[src/hdl/lps_pkg.sv]
`default_nettype none

package lps_pkg;

  // Default sizes
  localparam int ROM_DEPTH_DEF     = 64;
  localparam int PATTERN_COUNT_DEF = 5;

  // Item kinds
  localparam logic OP_TICK    = 1'b0;
  localparam logic OP_COMMAND = 1'b1;

  // Remote command bytes
  localparam logic [7:0] CMD_LAMP_ONE = 8'h45;
  localparam logic [7:0] CMD_LAMP_TWO = 8'h44;
  localparam logic [7:0] CMD_BLUE_UP  = 8'h46;
  localparam logic [7:0] CMD_BLUE_DN  = 8'h40;
  localparam logic [7:0] CMD_RED_UP   = 8'h15;
  localparam logic [7:0] CMD_RED_DN   = 8'h19;
  localparam logic [7:0] CMD_GREEN_UP = 8'h18;
  localparam logic [7:0] CMD_GREEN_DN = 8'h1C;
  localparam logic [7:0] CMD_PLAY     = 8'h47;
  localparam logic [7:0] CMD_NEXT     = 8'h43;
  localparam logic [7:0] CMD_PREV     = 8'h09;

  localparam logic [7:0] LEVEL_STEP = 8'd10;

  // Lamp action: bit 1 set means apply, bit 0 is the new state
  localparam int LAMP_APPLY_BIT = 1;

  typedef struct packed {
    logic        operation;
    logic [7:0]  command_code;
    logic [11:0] speed_permille;
  } item_t;

  typedef struct packed {
    logic [7:0]  red_level;
    logic [7:0]  green_level;
    logic [7:0]  blue_level;
    logic        lamp_one;
    logic        lamp_two;
    logic [10:0] tone_hz;
    logic        tone_active;
    logic        playing;
    logic [2:0]  pattern_number;
    logic [4:0]  step_number;
    logic        unknown_command;
  } result_t;

  // One step of a pattern
  typedef struct packed {
    logic [7:0]  red;
    logic [7:0]  green;
    logic [7:0]  blue;
    logic        tone_set;
    logic [10:0] tone_hz;
    logic [1:0]  lamp_one_act;
    logic [1:0]  lamp_two_act;
    logic [8:0]  dur_ms;
  } step_t;

  function automatic step_t mk(input int r, input int g, input int b, input int t,
                               input int hz, input int a1, input int a2, input int d);
    step_t s;
    s.red          = 8'(r);
    s.green        = 8'(g);
    s.blue         = 8'(b);
    s.tone_set     = 1'(t);
    s.tone_hz      = 11'(hz);
    s.lamp_one_act = 2'(a1);
    s.lamp_two_act = 2'(a2);
    s.dur_ms       = 9'(d);
    return s;
  endfunction

  // Pattern step table; entries past the end read as black with no actions
  function automatic step_t step_rom(input logic [7:0] idx);
    step_t s;
    s = '0;
    case (idx)
      // colour circle
      8'd0:  s = mk(255,   0,   0, 1, 0, 0, 0, 80);
      8'd1:  s = mk(255,  64,   0, 1, 0, 0, 0, 80);
      8'd2:  s = mk(255, 128,   0, 1, 0, 0, 0, 80);
      8'd3:  s = mk(255, 192,   0, 1, 0, 0, 0, 80);
      8'd4:  s = mk(255, 255,   0, 1, 0, 0, 0, 80);
      8'd5:  s = mk(192, 255,   0, 1, 0, 0, 0, 80);
      8'd6:  s = mk(128, 255,   0, 1, 0, 0, 0, 80);
      8'd7:  s = mk( 64, 255,   0, 1, 0, 0, 0, 80);
      8'd8:  s = mk(  0, 255,   0, 1, 0, 0, 0, 80);
      8'd9:  s = mk(  0, 255,  64, 1, 0, 0, 0, 80);
      8'd10: s = mk(  0, 255, 128, 1, 0, 0, 0, 80);
      8'd11: s = mk(  0, 255, 192, 1, 0, 0, 0, 80);
      8'd12: s = mk(  0, 255, 255, 1, 0, 0, 0, 80);
      8'd13: s = mk(  0, 192, 255, 1, 0, 0, 0, 80);
      8'd14: s = mk(  0, 128, 255, 1, 0, 0, 0, 80);
      8'd15: s = mk(  0,  64, 255, 1, 0, 0, 0, 80);
      8'd16: s = mk(  0,   0, 255, 1, 0, 0, 0, 80);
      8'd17: s = mk( 64,   0, 255, 1, 0, 0, 0, 80);
      8'd18: s = mk(128,   0, 255, 1, 0, 0, 0, 80);
      8'd19: s = mk(192,   0, 255, 1, 0, 0, 0, 80);
      8'd20: s = mk(255,   0, 255, 1, 0, 0, 0, 80);
      8'd21: s = mk(255,   0, 192, 1, 0, 0, 0, 80);
      8'd22: s = mk(255,   0, 128, 1, 0, 0, 0, 80);
      8'd23: s = mk(255,   0,  64, 1, 0, 0, 0, 80);
      8'd24: s = mk(255,   0,   0, 1, 0, 0, 0, 80);
      // police
      8'd25: s = mk(255,   0,   0, 1,  800, 3, 0, 200);
      8'd26: s = mk(  0,   0,   0, 0,    0, 0, 0, 100);
      8'd27: s = mk(255,   0,   0, 1,  800, 3, 0, 200);
      8'd28: s = mk(  0,   0,   0, 1,    0, 0, 0, 300);
      8'd29: s = mk(  0,   0, 255, 1,  600, 0, 3, 200);
      8'd30: s = mk(  0,   0,   0, 0,    0, 0, 0, 100);
      8'd31: s = mk(  0,   0, 255, 1,  600, 0, 3, 200);
      8'd32: s = mk(  0,   0,   0, 1,    0, 0, 0, 300);
      // fire
      8'd33: s = mk(255,  80,   0, 0, 0, 0, 0, 120);
      8'd34: s = mk(255, 120,  10, 0, 0, 0, 0, 100);
      8'd35: s = mk(255,  60,   0, 0, 0, 0, 0, 150);
      8'd36: s = mk(255, 100,  20, 0, 0, 0, 0,  80);
      8'd37: s = mk(255,  40,   0, 0, 0, 0, 0, 200);
      8'd38: s = mk(255, 150,  30, 0, 0, 0, 0,  90);
      8'd39: s = mk(255,  70,   5, 0, 0, 0, 0, 110);
      8'd40: s = mk(255, 110,  15, 0, 0, 0, 0, 130);
      // ocean
      8'd41: s = mk(  0,  50, 100, 0, 0, 0, 0, 300);
      8'd42: s = mk(  0,  80, 150, 0, 0, 0, 0, 250);
      8'd43: s = mk(  0, 120, 200, 0, 0, 0, 0, 200);
      8'd44: s = mk(  0, 150, 255, 0, 0, 0, 0, 150);
      8'd45: s = mk( 20, 180, 255, 0, 0, 0, 0, 100);
      8'd46: s = mk(  0, 150, 255, 0, 0, 0, 0, 150);
      8'd47: s = mk(  0, 120, 200, 0, 0, 0, 0, 200);
      8'd48: s = mk(  0,  80, 150, 0, 0, 0, 0, 250);
      8'd49: s = mk(  0,  50, 100, 0, 0, 0, 0, 300);
      // disco
      8'd50: s = mk(255,   0,   0, 1, 1000, 3, 2, 80);
      8'd51: s = mk(  0,   0,   0, 0,    0, 0, 0, 40);
      8'd52: s = mk(  0, 255,   0, 1, 1200, 2, 3, 80);
      8'd53: s = mk(  0,   0,   0, 0,    0, 0, 0, 40);
      8'd54: s = mk(  0,   0, 255, 1, 1400, 3, 2, 80);
      8'd55: s = mk(  0,   0,   0, 0,    0, 0, 0, 40);
      8'd56: s = mk(255, 255,   0, 1, 1600, 2, 3, 80);
      8'd57: s = mk(  0,   0,   0, 0,    0, 0, 0, 40);
      8'd58: s = mk(255,   0, 255, 1, 1800, 3, 3, 80);
      8'd59: s = mk(  0,   0,   0, 0,    0, 0, 0, 40);
      8'd60: s = mk(  0, 255, 255, 1, 2000, 2, 2, 80);
      8'd61: s = mk(  0,   0,   0, 0,    0, 0, 0, 40);
      default: s = '0;
    endcase
    return s;
  endfunction

  // First table entry of each pattern
  function automatic logic [7:0] pat_start(input logic [2:0] p);
    logic [7:0] v;
    case (p)
      3'd0:    v = 8'd0;
      3'd1:    v = 8'd25;
      3'd2:    v = 8'd33;
      3'd3:    v = 8'd41;
      3'd4:    v = 8'd50;
      default: v = 8'd62;
    endcase
    return v;
  endfunction

  // Step count of each pattern; unused slots are empty
  function automatic logic [4:0] pat_len(input logic [2:0] p);
    logic [4:0] v;
    case (p)
      3'd0:    v = 5'd25;
      3'd1:    v = 5'd8;
      3'd2:    v = 5'd8;
      3'd3:    v = 5'd9;
      3'd4:    v = 5'd12;
      default: v = 5'd0;
    endcase
    return v;
  endfunction

  function automatic logic [7:0] sat_up(input logic [7:0] v);
    return (v > (8'd255 - LEVEL_STEP)) ? 8'd255 : v + LEVEL_STEP;
  endfunction

  function automatic logic [7:0] sat_dn(input logic [7:0] v);
    return (v < LEVEL_STEP) ? 8'd0 : v - LEVEL_STEP;
  endfunction

endpackage

`default_nettype wire

[src/hdl/lps_loader.sv]
`default_nettype none

// Copies the step table into the pattern RAM after reset, one entry a cycle.
module lps_loader #(
  parameter int DEPTH = lps_pkg::ROM_DEPTH_DEF
) (
  input  wire logic                     clk,
  input  wire logic                     rst,
  output logic                          we,
  output logic [$clog2(DEPTH)-1:0]      waddr,
  output logic [$bits(lps_pkg::step_t)-1:0] wdata,
  output logic                          done
);

  localparam int AW = $clog2(DEPTH);

  logic [AW:0] cnt;

  assign done  = (cnt == (AW+1)'(DEPTH));
  assign we    = !done;
  assign waddr = cnt[AW-1:0];
  assign wdata = lps_pkg::step_rom(8'(cnt[AW-1:0]));

  // Sweep counter
  always_ff @(posedge clk) begin
    if (rst) begin
      cnt <= '0;
    end else if (!done) begin
      cnt <= cnt + 1'b1;
    end
  end

endmodule

`default_nettype wire

[config.mk]
export PLATFORM = sky130hd
export DESIGN_NAME = lps_loader
export DESIGN_NICKNAME = d
export VERILOG_FILES = /design/src/hdl/lps_pkg.sv /design/src/hdl/lps_loader.sv
export SDC_FILE = /design/constraint.sdc
export NUM_CORES = 1
export LEC_CHECK = 0
export ABC_CLOCK_PERIOD_IN_PS = 4700
export BUFFER_PORTS_ARGS = -buffer_cell sky130_fd_sc_hd__clkbuf_2
export CORE_UTILIZATION = 40
export CTS_CLUSTER_DIAMETER = 30
export DETAILED_ROUTE_END_ITERATION = 8
export PLACE_DENSITY = 0.63
export SLEW_MARGIN = 20
export SYNTH_ARGS = -nofsm -noshare
export SYNTH_HDL_FRONTEND = slang
export SYNTH_SLANG_ARGS = --single-unit
export TNS_END_PERCENT = 50
[constraint.sdc]
create_clock -name clk -period 4.7 [get_ports clk]
set_clock_uncertainty 0.2 [all_clocks]
set_input_delay 1.41 -clock clk [delete_from_list [all_inputs] [get_ports clk]]
set_output_delay 1.41 -clock clk [all_outputs]
set_load 0.02 [all_outputs]
---- Yosys cells after proc, flatten, opt, wreduce, memory -nomap -nowiden ----
Memory sizes are Yosys's and may differ from the RTL's. A register that Yosys moved wholly into a read port is not among the register bits.
Index checks and enable logic that the tools add are counted.
Widths: inputs -> output; s select.
word-level totals
  output and inout port bits .............. 57
  input bits .............................. 2
  bits in read-only memories .............. 2,880
  memories kept ........................... 1
  word-level logic and storage cells ...... 7
  register bits after elaboration ......... 7
operators by class
  mux-type cells .......................... 2
  reduce and logical (&&, ||, !) cells .... 1
  equality and inequality tests ........... 1
  $add $sub $neg .......................... 1
memories
  memory           words  bits a word  rd ports  clocked after Yosys merged registers in  wr ports  line           text
  (no name shown)  64     45           1         1                                        0         lps_pkg.sv:81  case (idx)
operators with widths
  kind                 number
  $mux 6               2
  $add 7x1->7 const B  1
  $eq 7x7->1 const B   1
  $logic_not 1->1      1

---- Longest topological paths before layout ----
  depth in word-level cells ............... 3
  gate-level depth with buffers ........... 15
  gate-level depth less buffers ........... 13

---- Worst setup path after synthesis ----
OpenSTA, ideal clock, no wires.
  kind .................................... input-to-reg
  start ................................... input rst
  end ..................................... register, netlist name wdata[31]
  path slack .............................. 0.610 ns
  path buffers ............................ 3
  stages .................................. 12
  library setup time ...................... 0.116 ns
  required time ........................... 4.384 ns
  arrival ................................. 3.773 ns
  cells stage by stage .................... buf_4 clkbuf_1 nor3_2 inv_1 ha_1 clkbuf_1 mux2i_1 o22ai_1 a2bb2oi_1 a32oi_2 o21ai_0 a31o_2
between the ends
  cells in the longest elaborated chain, start to end .. 1
RTL lines
  element                  line             text
  start, declared          lps_loader.sv:8  input wire logic rst,
  $mux 6 (no source line)  n/a
No other way between the ends.
A chain may end at the register's enable or synchronous reset.

---- Final worst setup path ----
  start ................................... register cnt[1]
  end ..................................... register, netlist name wdata[30]
between the ends
  cells in the longest elaborated chain, start to end .. 3
  elaborated cells on any way between the ends .. 4
  those cells by class .................... 1 x add/sub; 1 x eq/ne; 2 x mux
RTL lines
  element                                           line                                text
  start, declared                                   lps_loader.sv:17                    logic [AW:0] cnt;
  start signal, assigned                            lps_loader.sv:29                    cnt <= cnt + 1'b1;
  $add 7x1->7 / $eq 7x7->1 (equally long branches)  lps_loader.sv:29, lps_loader.sv:19
  $mux 6 (no source line) * (2 in a row)            n/a
Mark *: on every way between the ends. The rest lies on a longest branch, timed or not.

==> summary.md <==
| Metric | Value |
|---|---|
| Status | completed |
| H-tree levels | 2 |
| Hold_sp | cnt[6] |
| Critical Path Max Stage Delay | between 600 and 700 ps |
| Die Wd | 94.2 um |
| PD cells | 251 nW/um2 |
| Num CTS Buffers | 5 |
| Via count | 3400 |
| Drt wl/cell | slightly above 20 um |
| Critical Path Start Type | flip-flop |
| Reg clk slew, reported paths | roughly 100 ps |
| TritonCTS clock tree | yes |
| FF+latch count, synth | 48 |
| CTS Root Cell | clkbuf_8 |
| Commonest non-fill, non-tap cell in the layout | clkbuf_2 |
| DP Area | approximately 3600 um2 |
| Die H | 94.2 um |
| CTS Buffer Depth | 2 |
| Syn-to-layout area delta | 8.51% |
| Worst Slack Setup Final | 885 ps |
| Ys async rst share | 0% |
| Worst Setup Path Type | flip-flop to flip-flop |
| Pre-antenna DRT Iters | 6 |
| Worst-Margin Slew | 906 ps |
| Nets | 458 |
| Synthesized area | 3400 um2 |
| Final global-route overflow total | 0 |
| Worst R2R Start | cnt[1] |
| Count of different cell masters after synthesis | 75 |
| Synth Flop Type | dfxtp_1 |
| Hpwl dp | 7.99 mm |
| P_leak | approximately 1.5 nW |
| Crit path launch | cnt[1] |
| DR iter-0 viols | 593 |
| Part of the cycle the worst path needs | 81.2% |
| Mean Syn Cell Area | a little over 8 um2 |
| RSZ-0062 raised after global routing | no |
| CP required | around 4700 ps |
| # setup viols final | 0 |
| Core footprint | just over 8000 um2 |
| Critical Path Fanout Max | 13 |
| Routed Antenna Nets | 0 |
| Sequential cell area fraction in the yosys report | between 20% and 30% |
| Vias in the first global route | between 3000 and 4000 |
| Pin count of the biggest net entering global routing | 31 |
| Slew HR | between 30% and 40% |
| Critical Path AT | 3810 ps |
| Final Max Tran Viols | 0 |
| Highest-count cells in the layout ignoring fill and taps | clkbuf_2 (54), nand2_1 (48), dfxtp_1 (48) |
| Std-Cell Rows | 33 |
| Met3 Use GR | 4.77% |
| Antenna violations before repair | 0 |
| DRC | 0 |
| GR peak layer | met2 |
| CP max stage cell | dfxtp_1 |
| Hold Vio Cnt, Final | 0 |
| Pre-CTS WS | 705 ps |
| Initial cell density of the core | 41.3% |
| Total Routing Usage GR | 26.1% |
| Cells after synthesis | 411 |
| I/O Buffers | 54 |
| Number of setup buffers added after CTS | 0 |
| Hold_ws | between 300 and 400 ps |
| Drt total wl | between 10 and 15 mm |
| I/O pin count | 59 |
| Crit-path cells | inv_1 -> ha_1 -> o21ai_0 -> a21oi_1 -> buf_4 -> inv_1 -> ha_1 -> and3_1 -> o21ai_0 -> a2bb2oi_1 -> a32oi_2 -> nor2b_4 -> o311ai_1 |
| Hold_buf cts | 0 |
| Global placement routability congestion | ~0.99 |
| Setup TNS | 0 ps |
| Worst reg2reg setup slack | 890 ps |
| Post_cts resized | 0 |
| Antenna cells | 0 |
| Grt met1 use | between 30% and 40% |
| Met2 Resource Use GR | between 30 and 40% |
| Post-synth EDFFs | 0 |
| Share of cells above drive strength 1 | 24.7% |
| Max_cap viols | 0 |
| Crit end category | flip-flop |
| Worst path buffer plus inverter count | 3 |
| Via-to-Cell Ratio | approximately 6.2 |
| Maximum vdd drop | between 0.1 and 0.15 mV |
| Total clock sinks | 48 |
| Delay-heaviest family, CP | compound AO/OA/AOI/OAI gates |
| Die Area | between 8000 and 9000 um2 |
| Fin area | between 3000 and 4000 um2 |
| Total number of yosys warnings | 0 |
| Fmax | approximately 260 MHz |
| Clk_lat worst skew | between 300 and 400 ps |
| Hold WC Path Type | flip-flop to flip-flop |
| First-pass GRT wire length | ~17 mm |
| Crit path time final | ~3800 ps |
[where the power goes]
group	internal, W	leakage (nW)	switching [W]
combinational	0.0000689	1.08	0.000154
sequential	0.000417	0.389	0.0000101
clock	0.000121	0.0516	0.000154
[worst register-to-register path: cells and delay by family (launching register included)]
kind,cells,cell delay [ps]
AO/OA/AOI/OAI,6,1010
adder cells (fa/ha/maj),2,890
flip-flops,1,670
AND/OR/NAND/NOR,2,490
buffers and inverters,3,430
[state kept, by name, indices dropped and copies added (netlist names)]
signal,count
wdata,41
cnt,7
[logic make-up (layout without fill, tap and decap cells)]
kind of cell | count (synthesis) | in the layout | synth area share (%)
XOR/XNOR | 12 | 12 | 5.41
flip-flops | 48 | 48 | 28.3
adder cells (fa/ha/maj) | 15 | 15 | 5.52
AND/OR/NAND/NOR | 129 | 129 | 19.6
multiplexers | 6 | 6 | 2.17
buffers and inverters | 61 | 89 | 10.6
AO/OA/AOI/OAI | 139 | 139 | 28.3
other | 1 | 4 | 0.110
[metrics by stage]
stage               instances  total power [W]  util (%)
global placement          539         0.000654      43.7
finish                    547         0.000925      44.9
detailed placement        539         0.000651      43.7
floorplan                 414         0.000597         -
CTS                       547         0.000920      44.9
global route              547         0.000964      44.9
[area by class of cell]
class                           instances  area [um2]
Multi-Input combinational cell        305        2090
Clock inverter                          2        13.8
Timing Repair Buffer                   64         345
Inverter                               17        63.8
Clock buffer                            6        82.6
Fill cell                             845        4530
Tap cell                              105         131
Sequential cell                        48         961
[cell usage after synthesis, types with 5 or more instances]
| cell | number | area, um2 |
|---|---|---|
| o21ai_0 | 25 | 125 |
| buf_4 | 22 | 165 |
| dfxtp_1 | 48 | 961 |
| buf_2 | 8 | 40.0 |
| nor3_1 | 6 | 30.0 |
| clkbuf_1 | 9 | 33.8 |
| inv_1 | 12 | 45.0 |
| a21oi_1 | 34 | 170 |
| o211ai_1 | 10 | 75.1 |
| ha_1 | 15 | 188 |
| nand3_1 | 24 | 120 |
| nor2_1 | 21 | 78.8 |
| or3_1 | 5 | 31.3 |
| a31oi_1 | 7 | 43.8 |
| o22ai_1 | 6 | 37.5 |
| nand2_1 | 48 | 180 |
| buf_6 | 5 | 56.3 |
[per-layer routing]
metal	part of all wire, %	vias up
met4	4.1	0
met2	43	257
met5	0	-
met1	42	1564
met3	11	45
li1	-	1534
[final timing paths]
kind | to | cells after the start
worst max-delay path | wdata[30] | 13
worst min-delay path | cnt[6] | 2
worst max register to register | wdata[30] | 13
worst min register to register | cnt[6] | 2
No activity file was read; power rests on OpenSTA's default activity.
