--- src/hdl/lps_ram.sv ---
`default_nettype none

module lps_ram #(
  parameter int WIDTH = 8,
  parameter int DEPTH = 64
) (
  input  wire logic                     clk,
  input  wire logic                     we,
  input  wire logic [$clog2(DEPTH)-1:0] waddr,
  input  wire logic [WIDTH-1:0]         wdata,
  input  wire logic                     re,
  input  wire logic [$clog2(DEPTH)-1:0] raddr,
  output logic      [WIDTH-1:0]         rdata
);

  logic [WIDTH-1:0] mem [DEPTH];

  always_ff @(posedge clk) begin
    if (we) begin
      mem[waddr] <= wdata;
    end
    if (re) begin
      rdata <= mem[raddr];
    end
  end

endmodule

`default_nettype wire

--- config.mk ---
export PLATFORM = sky130hd
export DESIGN_NAME = lps_ram
export DESIGN_NICKNAME = d
export VERILOG_FILES = /design/src/hdl/lps_ram.sv
export SDC_FILE = /design/constraint.sdc
export NUM_CORES = 1
export LEC_CHECK = 0
export BUFFER_PORTS_ARGS = -buffer_cell sky130_fd_sc_hd__buf_2
export CORE_MARGIN = 2
export CORE_UTILIZATION = 30
export CTS_BUF_LIST = sky130_fd_sc_hd__clkbuf_8
export DETAILED_ROUTE_END_ITERATION = 6
export PLACE_DENSITY_LB_ADDON = 0.1
export SYNTH_ARGS = -nofsm -noshare
export SYNTH_HDL_FRONTEND = slang
export SYNTH_SLANG_ARGS = --single-unit
--- constraint.sdc ---
create_clock -name clk -period 2.8 [get_ports clk]
set_input_delay 0.14 -clock clk [delete_from_list [all_inputs] [get_ports clk]]
set_output_delay 0.14 -clock clk [all_outputs]
set_load 0.005 [all_outputs]
=== After elaboration in Yosys (flattened, before gate mapping) ===
Memories as Yosys holds them, arrays and structs flattened. A register that Yosys moved wholly into a read port is not among the register bits.
Index checks and enable logic that the tools add are counted.

* Register bits: 0
* Memory bits (writable): 512
* Input port bits: 23
* Output and inout port bits: 8
* Memories kept: 1

* Multiplexer cells: 2

{| class="wikitable"
|+ Memories
! name !! words !! bits a word !! rd ports !! clocked after Yosys merged registers in !! write ports !! line !! source
|-
| mem || 64 || 8 || 1 || 1 || 1 || 16 || <nowiki>logic [WIDTH-1:0] mem [DEPTH];</nowiki>
|}

{| class="wikitable"
|+ Operators with widths
! kind !! number
|-
| $mux 1 || 2
|}

=== Logic depth before layout (Yosys ltp) ===
Gate-level depths: netlist of run 1.

* Depth after elaboration: 2
* Gate-level depth with buffers: 9
* Gate-level depth less buffers: 5

=== Worst setup path after synthesis of run 1 ===
Ideal clock, no wire load.

* Kind: input port to flip-flop
* Start: input port raddr[1]
* End: register rdata[3], read port of mem (data pin)
* Arrival: 1,680 ps
* Required time: 2,534 ps
* Setup slack: 854 ps
* Cell stages on the path: 7
* Buffers on the path: 3
* Cells stage by stage: buf_4 buf_2 buf_2 mux4_2 mux4_2 o21ai_1 o41ai_1

{| class="wikitable"
|+ RTL lines
! what !! line !! source
|-
| start, declared || 12 || <nowiki>input wire logic [$clog2(DEPTH)-1:0] raddr,</nowiki>
|-
| end, declared || 13 || <nowiki>output logic [WIDTH-1:0] rdata</nowiki>
|}

==> results of run 1 <==
## cells by family (layout without fill, tap and decap cells)
kind of cell           Yosys count  count (layout)  synth area share (%)
buffers and inverters           51             314                  1.56
and+or+nand+nor                153             153                  3.37
AOI/OAI and AO/OA               54              54                  2.06
muxes                          162             162                  15.9
DFF                            520             520                  77.1
other                            0               2                     0
## layout by cell type, fill, tap and decap left out, types with 13 or more instances in the layout
cell and count:
edfxtp_1 520, mux4_2 126, buf_4 113, clkbuf_8 92, nor2_1 83, buf_2 27, clkinv_1 26, inv_1 25
mux2i_1 23, nand2_1 19, clkinv_2 15, nor2b_1 14, mux2_2 13, nand3_1 13
## power by group
group / internal (W) / switching [W] / total, W
clock network: 0.00320 / 0.00306 / 0.00627
registers: 0.00864 / 0.0000270 / 0.00866
logic: 0.000347 / 0.000538 / 0.000886
total: 0.0122 / 0.00363 / 0.0158
## state kept, by name, summed over array words and instances (netlist names)
signal and count:
rdata 8, mem 512
## synthesized netlist by cell type, types with 3 or more instances
| cell type | instances | area [sq um] |
|---|---|---|
| a211oi_1 | 4 | 30.0 |
| a21oi_1 | 3 | 15.0 |
| a221oi_1 | 6 | 52.6 |
| a22oi_1 | 3 | 22.5 |
| buf_1 | 4 | 15.0 |
| buf_2 | 11 | 55.1 |
| buf_4 | 13 | 97.6 |
| buf_6 | 4 | 45.0 |
| clkbuf_1 | 17 | 63.8 |
| edfxtp_1 | 520 | 15600 |
| mux2_2 | 13 | 146 |
| mux2i_1 | 23 | 230 |
| mux4_2 | 126 | 2840 |
| nand2_1 | 19 | 71.3 |
| nand2b_1 | 7 | 43.8 |
| nand3_1 | 13 | 65.1 |
| nand3b_1 | 3 | 22.5 |
| nor2_1 | 83 | 312 |
| nor2b_1 | 14 | 87.6 |
| nor3_1 | 7 | 35.0 |
| o2111ai_1 | 3 | 26.3 |
| o221ai_1 | 8 | 70.1 |
| o22ai_1 | 8 | 50.1 |
| o2bb2ai_1 | 3 | 26.3 |
## worst min-delay path, delay by kind of cell
family	cells	cell delay, ns
AO/OA/AOI/OAI	1	0.06
AND/OR/NAND/NOR	1	0.11
buffers and inverters	1	0.23
## area by class of cell
| type | instances | share of cell area, % |
|---|---|---|
| multi-input combinational | 369 | 18.1 |
| antenna | 2 | 0.0210 |
| sequential | 520 | 65.5 |
| timing repair buffer | 153 | 5.03 |
| clock inverter | 70 | 1.44 |
| clock buffer | 91 | 5.26 |
| tap | 873 | 4.59 |
## per-stage QoR
step | hold slack (ns) | setup slack [ns] | instance area, sq um | instances | utilization [%]
6_report | 0.0562 | 0.507 | 23800 | 2078 | 35.5
5_1_grt | 0.0594 | 0.402 | 23800 | 2077 | 35.5
3_5_place_dp | 0.551 | -0.0655 | 22200 | 1911 | 33.1
4_1_cts | 0.00516 | 0.446 | 23800 | 2076 | 35.5
2_1_floorplan | 0.239 | 0.854 | 20200 | 940 | -
3_3_place_gp | 0.552 | -0.0487 | 22200 | 1911 | 33.1
## per-layer routing
metal | wire length (um) | global-route usage [%]
met3 | 2410 | 2.79
met2 | 25300 | 24.9
met5 | 13 | 0
met1 | 25400 | 22.4
met4 | 935 | 4.53
## timing repair
item,CTS,global route
hold endpoints to repair,53,0
hold buffers,4,0
resized for setup,0,0
## worst max path at each step
stage | start | endpoint | cells after the start
final | mem[24][4] | rdata[4] | 6
after global routing | mem[24][4] | rdata[4] | 6
after CTS | mem[24][4] | rdata[4] | 6
after detailed placement | raddr[0] | rdata[5] | 8
after global placement | raddr[0] | rdata[5] | 8
after floorplan | raddr[1] | rdata[3] | 7
==> flow_metrics.env, run 1 <==
export IMPL_drtAntennaViolNets=0
export IMPL_critPathBufInv=1
export IMPL_place_congestion=0.765
export IMPL_path_max_fanout=1
export IMPL_htreeDepth=3
export IMPL_status="finished, final reports clean"
export IMPL_die_x_um=264
export IMPL_die_area_sq_um=69600
export IMPL_clk_latency_ns=0.66
export IMPL_rr_worst_depth=6
export IMPL_rrSetupSlack_ns=0.51
export IMPL_cts_buffers=89
export IMPL_crit_family="multiplexers"
export IMPL_drv_slew=0
export IMPL_async_flop_share_pct=0
export IMPL_wl_per_cell_um=26.0
export IMPL_finalCritPeriodShare_pct=81.9
export IMPL_max_clock_freq_mhz=436
export IMPL_netlist_area_sq_um=20200
export IMPL_yosys_warnings=0
export IMPL_endpoint_kind="flip-flop"
export IMPL_rows=95
export IMPL_reg2reg_to="rdata[4]"
export IMPL_required_ns=3.18
export IMPL_hp_start="raddr[5]"
export IMPL_hold_violations=0
export IMPL_worstHoldPathCells=3
export IMPL_r2r_start="mem[24][4]"
export IMPL_setup_viol=0
export IMPL_drtIter0Drc=785
export IMPL_clock_sinks=520
export IMPL_io_pins=31
export IMPL_critPathKind="reg -> reg"
export IMPL_grt_max_degree=65
export IMPL_cts_tree="built"
export IMPL_hpwl_um=34400
export IMPL_clk_pin_slew_worst_paths_ns=0.06
export IMPL_yosysSeqAreaShare_pct=77.1
export IMPL_finalPower_w=0.0158
export IMPL_hold_class="in -> reg"
export IMPL_start_util_pct=30.2
export IMPL_synthCells=940
export IMPL_wl_um=54000
export IMPL_whs_endpoint="rdata[2]"
export IMPL_arrival_ns=2.67
export IMPL_max_slew_margin_rel_pct=46.9
export IMPL_grt_pass1_wl_um=77900
export IMPL_dr_pass1_iters=5
export IMPL_period_needed_ns=2.29
export IMPL_avgSynthCellArea_sq_um=21.5
export IMPL_critPathMaxStageDelay_ns=0.47
export IMPL_peakVddDrop_mv=0.253
export IMPL_post_cts_setup_buffers=0
export IMPL_vias=9999
export IMPL_port_buffers=30
export IMPL_final_seq_area_sq_um=15600
export IMPL_tns_ns=0
export IMPL_clockRootBuffer="clkbuf_8"
export IMPL_tightestPinTransition_ns=0.793
export IMPL_nNetsFinal=1156
export IMPL_synth_edf_count=520
export IMPL_power_density_nw_per_um2=664
export IMPL_fin_worst_skew_ns=0.0379
export IMPL_ys_types=39
export IMPL_core_sq_um=67000
export IMPL_drive_gt1_share_pct=33.3
export IMPL_grt_ovfl_total=0
export IMPL_ys_flop_type="edfxtp_1"
export IMPL_drc_errors=0
export IMPL_rsz0062_at_grt="false"
export IMPL_grt_usage_pct=15.8
export IMPL_startpoint_type="flip-flop"
export IMPL_yosys_register_bits=520
export IMPL_multi_input_area_sq_um=4320
export IMPL_viasPerCell=4.81
export IMPL_crit_chain="mux4_2 > mux2_2 > o221a_2 > nor3_1 > buf_4 > o32ai_1"
export IMPL_slowest_stage="mux4_2"
export IMPL_syn2layout_area_growth_pct=17.7
export IMPL_fillers=6293
export IMPL_max_cap_violations=0
export IMPL_grt_pass1_vias=10537
export IMPL_syn_nets=963
export IMPL_antenna_found_initial=4
export IMPL_die_h_um=264
export IMPL_clock_path_buffers=3
export IMPL_leakage_nw=7.67
No activity file was read; power rests on OpenSTA's default activity.
==> run 2, diff against run 1 <==
--- a/config.mk
+++ b/config.mk
@@ -5,6 +5,7 @@
 export SDC_FILE = /design/constraint.sdc
 export NUM_CORES = 1
 export LEC_CHECK = 0
+export ABC_AREA = 1
 export BUFFER_PORTS_ARGS = -buffer_cell sky130_fd_sc_hd__buf_2
 export CORE_MARGIN = 2
 export CORE_UTILIZATION = 30
==> constraint.sdc (replaced) <==
create_clock -name clk -period 2.3 [get_ports clk]
set_input_delay 0.115 -clock clk [delete_from_list [all_inputs] [get_ports clk]]
set_output_delay 0.115 -clock clk [all_outputs]
set_load 0.005 [all_outputs]
==> run 2 against run 1 <==
Compared with the run above:
- clock-buffer cell count is 10 higher
- sequential share of layout area is 3.0 points lower
- first-iteration DRC count is 32% higher
- sequential power is 22% higher
- register-to-register slack better by 0.19 ns
- critical path depth stayed put
- clock power is 31% higher
- cell area is 4.8% higher
- utilization is 0.070 points lower
- clock skew is 0.0047 ns lower
- global-route usage is 2.2 points higher
- critical path type is now in -> reg
- largest power group unchanged
==> flow_metrics.env, run 2 <==
export IMPL_status="finished, final reports clean"
export IMPL_port_buffers=30
export IMPL_synth_edf_count=520
export IMPL_viasPerCell=4.74
export IMPL_drv_slew=0
export IMPL_peakVddDrop_mv=0.355
export IMPL_rsz0062_at_grt="false"
export IMPL_dpl_cell_area_sq_um=23100
export IMPL_wl_per_cell_um=22.2
export IMPL_die_h_um=271
export IMPL_dr_pass1_iters=5
export IMPL_largest_reg_flops=512
export IMPL_clk_latency_ns=0.69
export IMPL_place_ws_ns=0.144
export IMPL_path_max_fanout=8
export IMPL_fin_worst_skew_ns=0.0332
export IMPL_fin_ws_ns=0.638
export IMPL_setup_viol=0
export IMPL_power_density_nw_per_um2=807
export IMPL_stdcell_area_sq_um=25000
export IMPL_leakage_nw=9.11
export IMPL_max_slew_margin_rel_pct=45.3
export IMPL_drtIter0Drc=1035
export IMPL_slowest_stage="dlygate4sd3_1"
export IMPL_max_cap_violations=0
export IMPL_synth_top_cell_area_share_pct=72.9
export IMPL_final_cell_mix="nand2_1, edfxtp_1, nand3_1"
export IMPL_core_sq_um=70400
export IMPL_place_congestion=0.763
export IMPL_top_regs="mem x512, rdata x8"
export IMPL_antenna_found_initial=6
export IMPL_critPathMaxStageDelay_ns=0.59
export IMPL_finalCritPeriodShare_pct=72.3
export IMPL_syn_nets=1828
export IMPL_hold_class="in -> reg"
export IMPL_drtAntennaViolNets=0
export IMPL_period_needed_ns=1.66
export IMPL_endpoint_kind="flip-flop"
export IMPL_critPathKind="in -> reg"
export IMPL_required_ns=2.67
export IMPL_io_pins=31
export IMPL_vias=14038
export IMPL_htreeDepth=3
export IMPL_ys_flop_type="edfxtp_1"
export IMPL_grt_ovfl_total=0
export IMPL_die_area_sq_um=73600
export IMPL_tightestPinTransition_ns=0.821
export IMPL_synth_area_leaders="edfxtp_1, nand2_1, nand3_1"
export IMPL_yosysSeqAreaShare_pct=72.9
export IMPL_regMostFlops="mem"
export IMPL_yosys_warnings=0
export IMPL_nNetsFinal=1974
export IMPL_final_common_cell="nand2_1"
export IMPL_ys_types=15
export IMPL_clk_pin_slew_worst_paths_ns=0.06
export IMPL_grt_max_degree=79
export IMPL_hold_violations=0
export IMPL_cts_buffers=96
export IMPL_start_util_pct=30.4
export IMPL_wl_um=65700
export IMPL_synthTopCellsByCount="nand2_1, edfxtp_1, nand3_1"
export IMPL_yosys_cell_count_top_type="nand2_1"
export IMPL_avgSynthCellArea_sq_um=11.9
export IMPL_synth_top_area_cell="edfxtp_1"
export IMPL_final_core_util_pct=35.5
export IMPL_drive_gt1_share_pct=13.3
export IMPL_die_x_um=271
export IMPL_arrival_ns=2.04
export IMPL_cts_tree="built"
export IMPL_drc_errors=0
export IMPL_async_flop_share_pct=0
export IMPL_clock_sinks=520
export IMPL_grt_pass1_wl_um=97100
export IMPL_crit_chain="dlygate4sd3_1 > buf_2 > inv_1 > nand4_1 > nor4_1 > buf_4"
export IMPL_tns_ns=0
export IMPL_rows=97
export IMPL_synthCells=1805
export IMPL_netlist_area_sq_um=21400
export IMPL_cts_resized=0
export IMPL_clockRootBuffer="clkbuf_8"
export IMPL_clock_path_buffers=3
export IMPL_startpoint_type="input pin"
export IMPL_max_clock_freq_mhz=602
export IMPL_grt_pass1_vias=14383
export IMPL_grt_usage_pct=17.9
export IMPL_hpwl_um=39400
export IMPL_yosys_register_bits=520
export IMPL_syn2layout_area_growth_pct=16.5
[run 2: cell count changes after synthesis, sizes merged, moves of 13 or more]
cell / delta
mux4: -126
nor2: -27
mux2: -13
mux2i: -23
nand2: +629
nor2b: -14
nand3: +426
buf: +64
[run 2: area by class of cell]
class,count,area (sq um)
fill,7053,45400
clock buffer,101,1390
inverter,12,55.1
multi-input combinational,1160,4950
clock inverter,65,347
timing repair buffer,161,1430
tap,940,1180
antenna,3,7.51
sequential,520,15600
[run 2: cell families (layout without fill, tap and decap cells)]
logic type | after synthesis | after routing | synth area share [%]
buf+inv | 125 | 339 | 4.01
flops | 520 | 520 | 72.9
other cells | 0 | 3 | 0
simple gates | 1160 | 1160 | 23.1
[run 2: critical path: cells and delay by family]
kind                   cells  cell delay (ns)
AND/OR/NAND/NOR            2             0.75
buffers and inverters      4             1.16
[run 2: stage by stage]
| stage | power, W | hold slack [ns] | cells |
|---|---|---|---|
| 4_1_cts | 0.0205 | 0.0133 | 2959 |
| 6_report | 0.0202 | 0.0854 | 2962 |
| 2_1_floorplan | 0.0115 | 0.214 | 1805 |
| 3_5_place_dp | 0.0121 | 0.549 | 2780 |
| 3_3_place_gp | 0.0121 | 0.546 | 2780 |
| 5_1_grt | 0.0210 | 0.0883 | 2961 |
[run 2: worst paths after layout]
kind / startpoint / to / slack [ns] / depth (start not counted)
max: waddr[3] / mem[54][4] / 0.64 / 6
max reg2reg: mem[19][4] / rdata[4] / 0.70 / 8
min: we / mem[8][4] / 0.09 / 3
min reg2reg: mem[52][3] / rdata[3] / 0.89 / 8
[run 2: metal layers]
layer  global-route usage, %  vias up  share of wire, %
li1                        -     6664                 -
met5                       0        -             0.056
met4                    5.47        6               2.6
met1                    25.5     6894                48
met2                    27.6      361                45
met3                    3.64      113               5.0
[run 2: power breakdown]
part	internal [W]	switching, W
logic	0.000371	0.00100
clock network	0.00435	0.00388
registers	0.0105	0.0000390
total	0.0152	0.00492
[run 2: what timing repair did]
action	in CTS	in global routing
hold endpoints to repair	307	0
setup buffers	0	0
hold buffers	13	0
==> run 3, diff against run 2 <==
==> constraint.sdc (replaced) <==
create_clock -name clk -period 1.4 [get_ports clk]
set_input_delay 0.07 -clock clk [delete_from_list [all_inputs] [get_ports clk]]
set_output_delay 0.07 -clock clk [all_outputs]
set_load 0.005 [all_outputs]
==> run 3 against run 2 <==
Compared with the run above:
- the flow now finishes with violations (setup timing)
- final cell count grew 2.6%
- utilization grew 2.5 points
- clock power grew 53%
==> flow_metrics.env, run 3 (same netlist as run 2, synthesis figures left out) <==
export IMPL_status="finished, violations left"
export IMPL_violations="setup timing"
export IMPL_viasPerCell=4.74
export IMPL_grt_max_degree=68
export IMPL_grt_pass1_vias=14492
export IMPL_peakVddDrop_mv=0.574
export IMPL_drtAntennaViolNets=0
export IMPL_slowest_stage="edfxtp_1"
export IMPL_cts_tree="built"
export IMPL_rsz0062_at_grt="true"
export IMPL_antenna_found_initial=4
export IMPL_clock_sinks=520
export IMPL_vias=14411
export IMPL_clock_path_buffers=3
export IMPL_hp_start="waddr[2]"
export IMPL_required_ns=1.33
export IMPL_io_pins=31
export IMPL_fillers=7001
export IMPL_htreeDepth=3
export IMPL_leakage_nw=9.77
export IMPL_hpwl_um=40500
export IMPL_max_slew_margin_rel_pct=56.1
export IMPL_tightestPinTransition_ns=0.656
export IMPL_largest_reg_flops=512
export IMPL_path_max_fanout=1
export IMPL_multi_input_area_sq_um=5570
export IMPL_post_place_cells=2862
export IMPL_max_cap_violations=0
export IMPL_place_ws_ns=-0.422
export IMPL_arrival_ns=1.41
export IMPL_startpoint_type="flip-flop"
export IMPL_final_common_cell="nand2_1"
export IMPL_fin_worst_skew_ns=0.0363
export IMPL_r2r_start="mem[50][6]"
export IMPL_tns_ns=-0.205
export IMPL_final_seq_area_sq_um=15600
export IMPL_hold_class="in -> reg"
export IMPL_syn2layout_area_growth_pct=24.6
export IMPL_clockRootBuffer="clkbuf_8"
export IMPL_critPathBufInv=1
export IMPL_crit_chain="buf_2"
export IMPL_die_x_um=271
export IMPL_core_sq_um=70400
export IMPL_clk_pin_slew_worst_paths_ns=0.06
export IMPL_rows=97
export IMPL_critPathMaxStageDelay_ns=0.52
export IMPL_die_area_sq_um=73600
export IMPL_cp_startpoint="rdata[0]"
export IMPL_wl_um=65000
export IMPL_die_h_um=271
export IMPL_nNetsFinal=2052
export IMPL_endpoint_kind="primary output"
export IMPL_drtIter0Drc=1121
export IMPL_power_density_nw_per_um2=1220
export IMPL_cts_buffers=91
export IMPL_critPathKind="reg -> out"
export IMPL_period_needed_ns=1.48
export IMPL_max_clock_freq_mhz=678
export IMPL_wl_per_cell_um=21.4
export IMPL_regMostFlops="mem"
export IMPL_drc_errors=0
export IMPL_place_congestion=0.830
export IMPL_top_regs="mem x512, rdata x8"
export IMPL_hold_violations=0
export IMPL_clk_latency_ns=0.69
export IMPL_setup_viol=3
export IMPL_start_util_pct=30.4
export IMPL_grt_ovfl_total=0
export IMPL_port_buffers=30
export IMPL_final_cells=3040
export IMPL_crit_family="flip-flops"
export IMPL_final_cell_mix="nand2_1, edfxtp_1, nand3_1"
export IMPL_holdWs_ns=0.0949
export IMPL_fin_ws_ns=-0.0755
export IMPL_dr_pass1_iters=5
export IMPL_drv_slew=0
export IMPL_grt_usage_pct=17.7
export IMPL_grt_pass1_wl_um=95500
export IMPL_finalPower_w=0.0327
export IMPL_drive_gt1_share_pct=22.3
export IMPL_finalCritPeriodShare_pct=105
==> run 3: metrics by stage <==
stage               area (sq um)  utilization [%]
floorplan                  21600                -
global placement           24500             34.7
detailed placement         24500             34.7
CTS                        26300             37.4
global route               26700             37.9
finish                     26700             37.9
==> run 3: final timing paths <==
path,end,slack (ns),cells after the start
max,rdata[0],-0.08,1
min,mem[50][2],0.09,4
max reg2reg,rdata[6],0.05,8
min reg2reg,rdata[3],0.90,8
==> run 3: per-layer routing <==
| layer | share of wire (%) | vias to the layer above | global-route usage (%) |
|---|---|---|---|
| met5 | 0.042 | - | 0 |
| met4 | 2.3 | 4 | 5.73 |
| met3 | 4.7 | 95 | 2.93 |
| met2 | 46 | 324 | 27.7 |
| met1 | 47 | 7155 | 25.0 |
| li1 | - | 6833 | - |
==> run 3: area by class of cell <==
class,count,area share (%)
sequential,520,58.5
clock inverter,69,1.19
inverter,12,0.220
tap,940,4.41
multi-input combinational,1160,20.9
timing repair buffer,244,9.94
antenna,1,0.00938
clock buffer,94,4.85
==> run 3: report_power, final <==
group	total (W)	internal [W]	leakage, nW	switching [W]
logic	0.00273	0.000925	4.17	0.00181
registers	0.0173	0.0173	4.69	0.0000506
clock network	0.0126	0.00639	0.921	0.00621
==> run 3: repair_timing <==
item,in CTS,in global routing
gates resized for setup,29,75
pin swaps,2,14
hold endpoints to repair,539,0
setup buffers,0,2
hold buffers,12,0
setup endpoints to repair,13,74
